<file path="src/scfr_pkg.sv">
`default_nettype none

package scfr_pkg;

    localparam int unsigned BYTE_W = 8;
    localparam int unsigned CFG_IDX_W = 1;

    localparam logic [BYTE_W-1:0] HEADER_RESET = 8'd255;
    localparam logic [BYTE_W-1:0] DEVICE_ID_RESET = 8'd252;
    localparam logic [BYTE_W-1:0] SHORT_LEN = 8'd3;
    localparam logic [BYTE_W-1:0] LEN_OVERHEAD = 8'd2;

    localparam logic [CFG_IDX_W-1:0] REG_HEADER_BYTE = 1'd0;
    localparam logic [CFG_IDX_W-1:0] REG_DEVICE_ID = 1'd1;

    localparam logic KIND_PAYLOAD = 1'b0;
    localparam logic KIND_END = 1'b1;

    typedef enum logic [2:0] {
        PH_HUNT = 3'd0,
        PH_ID = 3'd1,
        PH_LEN = 3'd2,
        PH_TYPE = 3'd3,
        PH_DATA = 3'd4
    } t_phase;

    typedef struct packed {
        logic              valid;
        logic              kind;
        logic [BYTE_W-1:0] frame_type;
        logic [BYTE_W-1:0] payload_byte;
        logic [BYTE_W-1:0] byte_index;
        logic              frame_ok;
    } t_result;

endpackage

`default_nettype wire

</file>
<file path="src/scfr_parser.sv">
`default_nettype none

module scfr_parser (
    input  wire logic                   i_clk,
    input  wire logic                   i_rst_n,
    input  wire logic                   i_advance,
    input  wire logic [scfr_pkg::BYTE_W-1:0] i_byte,
    input  wire logic [scfr_pkg::BYTE_W-1:0] i_header_byte,
    input  wire logic [scfr_pkg::BYTE_W-1:0] i_device_id,
    output scfr_pkg::t_result           o_result
);
    import scfr_pkg::*;

    t_phase            r_phase, n_phase;
    logic [BYTE_W-1:0] r_remaining, n_remaining;
    logic [BYTE_W-1:0] r_sum, n_sum;
    logic [BYTE_W-1:0] r_length, n_length;
    logic [BYTE_W-1:0] r_type, n_type;
    logic [BYTE_W-1:0] r_count, n_count;
    logic [BYTE_W-1:0] type_sum;
    logic [BYTE_W-1:0] id_expect;
    logic              data_end;

    assign type_sum  = r_length + i_byte;
    assign id_expect = i_device_id - 8'd1;
    assign data_end  = (r_remaining <= 8'd1);

    // next phase
    always_comb begin
        case (r_phase)
            PH_ID: begin
                n_phase = (i_byte == id_expect) ? PH_LEN : PH_HUNT;
            end
            PH_LEN: begin
                n_phase = PH_TYPE;
            end
            PH_TYPE: begin
                n_phase = (r_length < SHORT_LEN) ? PH_HUNT : PH_DATA;
            end
            PH_DATA: begin
                n_phase = data_end ? PH_HUNT : PH_DATA;
            end
            default: begin
                n_phase = (i_byte == i_header_byte) ? PH_ID : PH_HUNT;
            end
        endcase
    end

    // frame registers and result
    always_comb begin
        n_remaining = r_remaining;
        n_sum       = r_sum;
        n_length    = r_length;
        n_type      = r_type;
        n_count     = r_count;
        o_result    = '0;
        o_result.frame_type = r_type;
        case (r_phase)
            PH_LEN: begin
                n_length = i_byte;
            end
            PH_TYPE: begin
                n_type  = i_byte;
                n_sum   = type_sum;
                n_count = '0;
                if (r_length < SHORT_LEN) begin
                    o_result.valid      = 1'b1;
                    o_result.kind       = KIND_END;
                    o_result.frame_type = i_byte;
                    o_result.frame_ok   = (type_sum == '0);
                end else begin
                    n_remaining = r_length - LEN_OVERHEAD;
                end
            end
            PH_DATA: begin
                o_result.valid      = 1'b1;
                o_result.byte_index = r_count;
                if (data_end) begin
                    n_remaining       = '0;
                    o_result.kind     = KIND_END;
                    o_result.frame_ok = (r_sum == i_byte);
                end else begin
                    n_remaining           = r_remaining - 8'd1;
                    n_sum                 = r_sum + i_byte;
                    n_count               = r_count + 8'd1;
                    o_result.kind         = KIND_PAYLOAD;
                    o_result.payload_byte = i_byte;
                end
            end
            default: begin
            end
        endcase
        if (!i_advance) begin
            o_result.valid = 1'b0;
        end
    end

    always_ff @(posedge i_clk) begin
        if (!i_rst_n) begin
            r_phase     <= PH_HUNT;
            r_remaining <= '0;
            r_sum       <= '0;
            r_length    <= '0;
            r_type      <= '0;
            r_count     <= '0;
        end else if (i_advance) begin
            r_phase     <= n_phase;
            r_remaining <= n_remaining;
            r_sum       <= n_sum;
            r_length    <= n_length;
            r_type      <= n_type;
            r_count     <= n_count;
        end
    end

endmodule

`default_nettype wire

</file>
<file path="src/scfr_out_stage.sv">
`default_nettype none

module scfr_out_stage (
    input  wire logic              i_clk,
    input  wire logic              i_rst_n,
    input  wire logic              i_load,
    input  wire scfr_pkg::t_result i_result,
    output logic                   o_can_take,
    output logic                   o_valid,
    input  wire logic              i_ready,
    output scfr_pkg::t_result      o_result
);
    import scfr_pkg::*;

    logic    r_valid;
    t_result r_result;

    assign o_can_take = !r_valid || i_ready;
    assign o_valid    = r_valid;
    assign o_result   = r_result;

    always_ff @(posedge i_clk) begin
        if (!i_rst_n) begin
            r_valid <= 1'b0;
        end else if (i_load) begin
            r_valid <= i_result.valid;
        end else if (i_ready) begin
            r_valid <= 1'b0;
        end
    end

    always_ff @(posedge i_clk) begin
        if (i_load && i_result.valid) begin
            r_result <= i_result;
        end
    end

endmodule

`default_nettype wire

</file>
<file path="src/sum_checked_frame_receiver.sv">
// Serial frame receiver with an 8-bit additive checksum.
// Input channel: one received byte per item on i_rx_byte, valid/ready.
// Output channel: payload items (kind 0, byte and its index) and one
// end-of-frame item per frame (kind 1, last high, frame_ok, payload count).
// Header, id and length bytes, and dropped bytes while hunting, give no item.
// Config: i_cfg_we writes i_cfg_data to register i_cfg_index at the clock
// edge (0 header byte, 1 device id); write only while the block is idle.
// Datapath: an input register feeds the frame parser, whose result goes to
// an output register. A byte's result is loaded into the output register
// when the parser advances. Throughput is one byte per cycle while the output
// is not stalled, set by the single parser pass between the two registers.
// If the output is stalled with a result waiting, the input register can
// still take one byte; further bytes wait with o_in_ready low until the
// result is taken. No item is lost or repeated.
// Reset (synchronous, active low) empties both registers, restores the
// config defaults and puts the parser back to hunting for a header.
`default_nettype none

module sum_checked_frame_receiver (
    input  wire logic                        i_clk,
    input  wire logic                        i_rst_n,
    input  wire logic                        i_in_valid,
    output logic                             o_in_ready,
    input  wire logic [scfr_pkg::BYTE_W-1:0] i_rx_byte,
    input  wire logic                        i_cfg_we,
    input  wire logic [scfr_pkg::CFG_IDX_W-1:0] i_cfg_index,
    input  wire logic [scfr_pkg::BYTE_W-1:0] i_cfg_data,
    output logic                             o_out_valid,
    input  wire logic                        i_out_ready,
    output logic                             o_result_kind,
    output logic [scfr_pkg::BYTE_W-1:0]      o_frame_type,
    output logic [scfr_pkg::BYTE_W-1:0]      o_payload_byte,
    output logic [scfr_pkg::BYTE_W-1:0]      o_byte_index,
    output logic                             o_frame_ok,
    output logic                             o_last
);
    import scfr_pkg::*;

    logic [BYTE_W-1:0] r_header_byte;
    logic [BYTE_W-1:0] r_device_id;
    logic              r_in_valid;
    logic [BYTE_W-1:0] r_in_byte;
    logic              advance;
    logic              out_can_take;
    t_result           parse_result;
    t_result           out_result;

    assign advance    = r_in_valid && out_can_take;
    assign o_in_ready = !r_in_valid || advance;

    always_ff @(posedge i_clk) begin
        if (!i_rst_n) begin
            r_header_byte <= HEADER_RESET;
            r_device_id   <= DEVICE_ID_RESET;
        end else if (i_cfg_we) begin
            case (i_cfg_index)
                REG_HEADER_BYTE: r_header_byte <= i_cfg_data;
                REG_DEVICE_ID:   r_device_id   <= i_cfg_data;
                default: begin
                end
            endcase
        end
    end

    always_ff @(posedge i_clk) begin
        if (!i_rst_n) begin
            r_in_valid <= 1'b0;
        end else if (o_in_ready) begin
            r_in_valid <= i_in_valid;
        end
    end

    always_ff @(posedge i_clk) begin
        if (o_in_ready && i_in_valid) begin
            r_in_byte <= i_rx_byte;
        end
    end

    scfr_parser u_parser (
        .i_clk         (i_clk),
        .i_rst_n       (i_rst_n),
        .i_advance     (advance),
        .i_byte        (r_in_byte),
        .i_header_byte (r_header_byte),
        .i_device_id   (r_device_id),
        .o_result      (parse_result)
    );

    scfr_out_stage u_out_stage (
        .i_clk      (i_clk),
        .i_rst_n    (i_rst_n),
        .i_load     (advance),
        .i_result   (parse_result),
        .o_can_take (out_can_take),
        .o_valid    (o_out_valid),
        .i_ready    (i_out_ready),
        .o_result   (out_result)
    );

    assign o_result_kind  = out_result.kind;
    assign o_frame_type   = out_result.frame_type;
    assign o_payload_byte = out_result.payload_byte;
    assign o_byte_index   = out_result.byte_index;
    assign o_frame_ok     = out_result.frame_ok;
    assign o_last         = out_result.kind;

endmodule

`default_nettype wire

</file>
<file path="config.mk">
export PLATFORM = sky130hd
export DESIGN_NAME = sum_checked_frame_receiver
export DESIGN_NICKNAME = d
export VERILOG_FILES = /design/src/scfr_pkg.sv /design/src/scfr_parser.sv /design/src/scfr_out_stage.sv /design/src/sum_checked_frame_receiver.sv
export SDC_FILE = /design/constraint.sdc
export NUM_CORES = 1
export LEC_CHECK = 0
export ABC_AREA = 0
export BUFFER_PORTS_ARGS = -buffer_cell sky130_fd_sc_hd__buf_2
export CAP_MARGIN = 20
export CORE_ASPECT_RATIO = 1.2
export CORE_UTILIZATION = 24
export CTS_CLUSTER_DIAMETER = 150
export DETAILED_ROUTE_END_ITERATION = 10
export HOLD_SLACK_MARGIN = 0.12
export PLACE_DENSITY_LB_ADDON = 0.3
export SETUP_SLACK_MARGIN = 0.2
export SYNTH_ARGS = -nofsm -noshare
export SYNTH_HDL_FRONTEND = slang
export SYNTH_SLANG_ARGS = --single-unit
</file>
<file path="constraint.sdc">
create_clock -name i_clk -period 3.83 [get_ports i_clk]
set_input_delay 0.1915 -clock i_clk [delete_from_list [all_inputs] [get_ports i_clk]]
set_output_delay 0.1915 -clock i_clk [all_outputs]
set_load 0.02 [all_outputs]
</file>
==> impl_results.md <==
- Outcome: complete, no violations
- Fill count: 2140
- Postcts setup bufs: 0
- Startpoint class of the critical path: flop
- Max-Cap Viols: 0
- Max-slew violations: 0
- Die Ht: 160 µm
- Die ar.: 0.0215 mm²
- Count of input and output buffers: 50
- Int Power: 1640 µW
- Sequential share of power: 50.8%
- RSZ-0062 raised after global routing: false
- Placed Instance Area: 0.00552 mm²
- CTS H-tree depth: 3
- Clk pwr share: 42.4%
- First-pass GRT wire length: 20.2 mm
- Post-synthesis mux area share: 2.75%
- Crit path DAT: 2.88 ns
- Row count: 57
- Peak fanout along the critical path: 8
- Leakage: 0.00233 µW
- Die Wd: 134 µm
- Starting Density: 24.6%
- M1 GR Usage: 14.5%
- Antenna violations before repair: 0
- Via count: 3945
- Num CTS Buffers: 9
- PD cells: 360 mW/mm²
- Net Count, Synth: 574
- I/O Pins: 51
- Unique masters post-synth: 63
- Post-DRT Antenna Nets: 0
- Met2 Resource Use GR: 20.7%
- Worst-path clk slew: 0.07 ns
- YS warnings: 0
- Diodes inserted: 0
- Met3 usage: 2.41%
- Tot GR Track Use: 12.1%
- CTS tree: done
- CTS Hold Bufs: 17
- Core box area: 0.0203 mm²
- Fin crit period: 2.70 ns
- P&R area growth vs syn: 19.5%
- Total grt overflow: 0
- Worst clock skew: 0.00893 ns
- Syn_area_per_cell: 9.43 µm²
- Crit Path Category: reg -> reg
- # clock sinks: 95
- GR peak layer: met2
- Post-layout net count: 630
- Peak Freq: 371 MHz
- Final Cycle Share: 70.5%
- Post-Route WL: 12.1 mm
- Hold Crit Class: in -> reg
- Largest net degree at the start of global routing: 58
- First-pass DRT Iterations: 4
- Maximum vdd ir drop: 210 µV
- Crit path required time: 4.01 ns
- Clk Latency, worst-skew pair: 0.35 ns
- Synthesized flop and latch total: 95
- Final hold vios: 0
- Routability congestion estimate: 0.805
- Compound-Gate Fraction of Synth Area: 14.2%
- DRT iter0 DRCs: 197
- Ys async rst share: 0%
- Adder-cell share of the synthesized area: 5.74%
- P_sw: 516 µW
- Root Buffer: clkbuf_16
- Post-CTS Resized: 0
- Drt drc: 0
- Cell area after layout: 0.00599 mm²
- EDFF count, synth: 34
- Setup TNS: 0 ns
- Relative slew slack: 41.4%
- Switch share: 23.9%
- Worst-margin pin slew: 0.875 ns
- Main combinational cell family by area after synthesis: simple AND/OR/NAND/NOR gates
- Vias per inst: 4.60
- Synth Instances: 531
- Sequential area share after synthesis: 44.8%
- Logic gate share of total power: 6.9%
- Via count of the first global-routing pass: 3979
- # setup viols final: 0
- Simple-gate portion of the synthesized area: 21.8%
- Deepest clock path buffer count: 2
- Layout cells sized above 1: 14.2%
- Post-detailed-route wirelength per cell: 14.1 µm
- Synth Flop Type: dfxtp_1
- Worst setup EP type: flop
- Synthesized area: 0.00501 mm²
- Final HPWL DP: 8.69 mm
- XOR/XNOR Fraction of Synth Area: 7.52%
placed cells by master, fill, tap and decap left out, types with 10 or more instances in the layout:
cell,instances
nand2_1,84
dfxtp_1,61
buf_2,50
edfxtp_1,34
nor2_1,28
nand3_1,25
xnor2_1,24
o21ai_0,20
nor2b_1,20
xor2_1,19
ha_1,19
dlygate4sd3_1,17
inv_1,15
and2_1,13
a21oi_1,11
a21boi_0,11
and3_1,10
layout make-up:
class,instances,area (µm²),area share [%]
multi-input cells,395,2610,43.6
flip-flops and latches,95,2240,37.5
repair buffers,71,450,7.52
well taps,265,332,5.54
clock buffers,10,229,3.82
clock inverters,6,70.1,1.17
inverters,15,56.3,0.940
power by group through the flow:
stage               clock network, µW  registers (µW)  logic, µW
floorplan                           0            1100        105
CTS                               931            1100        149
global route                      975            1100        166
global placement                    0            1120        132
detailed placement                  0            1120        135
finish                            914            1100        148
critical path, cell delays in order (launching register included):
cell and delay [ns]:
edfxtp_1 0.54, ha_1 0.29, fa_1 0.43, a21o_1 0.21
a21oi_1 0.17, xor2_1 0.22, nand3_1 0.09, or4_1 0.51
o31ai_1 0.08
cells in the mapped netlist (all sizes together) (2+ instances only):
cell	n	area, µm²
nand2	84	315
dfxtp	61	1220
edfxtp	34	1020
nor2	28	105
nand3	26	143
xnor2	24	210
clkbuf	21	80.1
o21ai	21	109
nor2b	20	125
ha	19	238
xor2	19	166
inv	15	56.3
and2	13	81.3
a21boi	12	90.1
a21oi	12	60.1
and3	10	62.6
nor3	8	40.0
mux2i	7	70.1
nand4	7	43.8
nor4	7	65.1
a22oi	6	45.0
mux2	6	67.6
a211oi	5	42.5
buf	5	27.5
o211a	5	50.1
o31ai	5	51.3
or3	5	31.3
a21o	3	22.5
a31oi	3	18.8
nand2b	3	18.8
o211ai	3	22.5
o21a	3	22.5
o22ai	3	18.8
a211o	2	17.5
fa	2	40.0
nand3b	2	15.0
o2111ai	2	17.5
o21bai	2	15.0
o221ai	2	17.5
o32ai	2	17.5
kinds of logic (layout without fill, tap and decap cells):
kind of cell | count (synthesis) | after routing
AND/OR/NAND/NOR | 218 | 218
AO/OA/AOI/OAI | 99 | 99
flip-flops | 95 | 95
XOR/XNOR | 43 | 43
buffers and inverters | 41 | 102
adder cells (fa/ha/maj) | 22 | 22
multiplexers | 13 | 13
metrics by stage:
step                      hold slack [ns]  util, %  total power [µW]  std cells  setup slack [ns]
after floorplan                     0.290        -              1200        531             0.917
after global placement              0.372     27.1              1250        824              1.22
after detailed placement            0.373     27.1              1250        824              1.15
after CTS                           0.198     29.5              2180        857              1.11
after global routing                0.281     29.5              2240        857             0.964
final                               0.201     29.5              2160        857              1.13
flip-flops by register name (all words and copies together) (netlist names):
signal                cells
u_parser.r_type           8
u_parser.r_count          8
u_parser.r_sum            8
u_parser.r_remaining      8
u_parser.r_phase          3
r_in_valid                1
u_parser.r_length         8
r_header_byte             8
u_out_stage.o_valid       1
r_device_id               8
u_out_stage.o_result     26
r_in_byte                 8
final timing paths:
path                                          from  slack [ns]                       to  depth (start not counted)
worst max register to register        r_in_byte[0]        1.13  u_out_stage.o_result[0]                          8
worst min-delay path                   i_out_ready        0.20      u_out_stage.o_valid                          4
worst max-delay path                  r_in_byte[0]        1.13  u_out_stage.o_result[0]                          8
worst min register to register  u_parser.r_type[7]        0.46       u_parser.r_type[7]                          2
routing by layer:
layer  wire length [µm]  up-vias
li1                   -     2001
met1               5440     1841
met2               5870       84
met3                485       19
met4                289        0
met5                  0        -
Note: power is estimated with default switching activity, not from simulation.
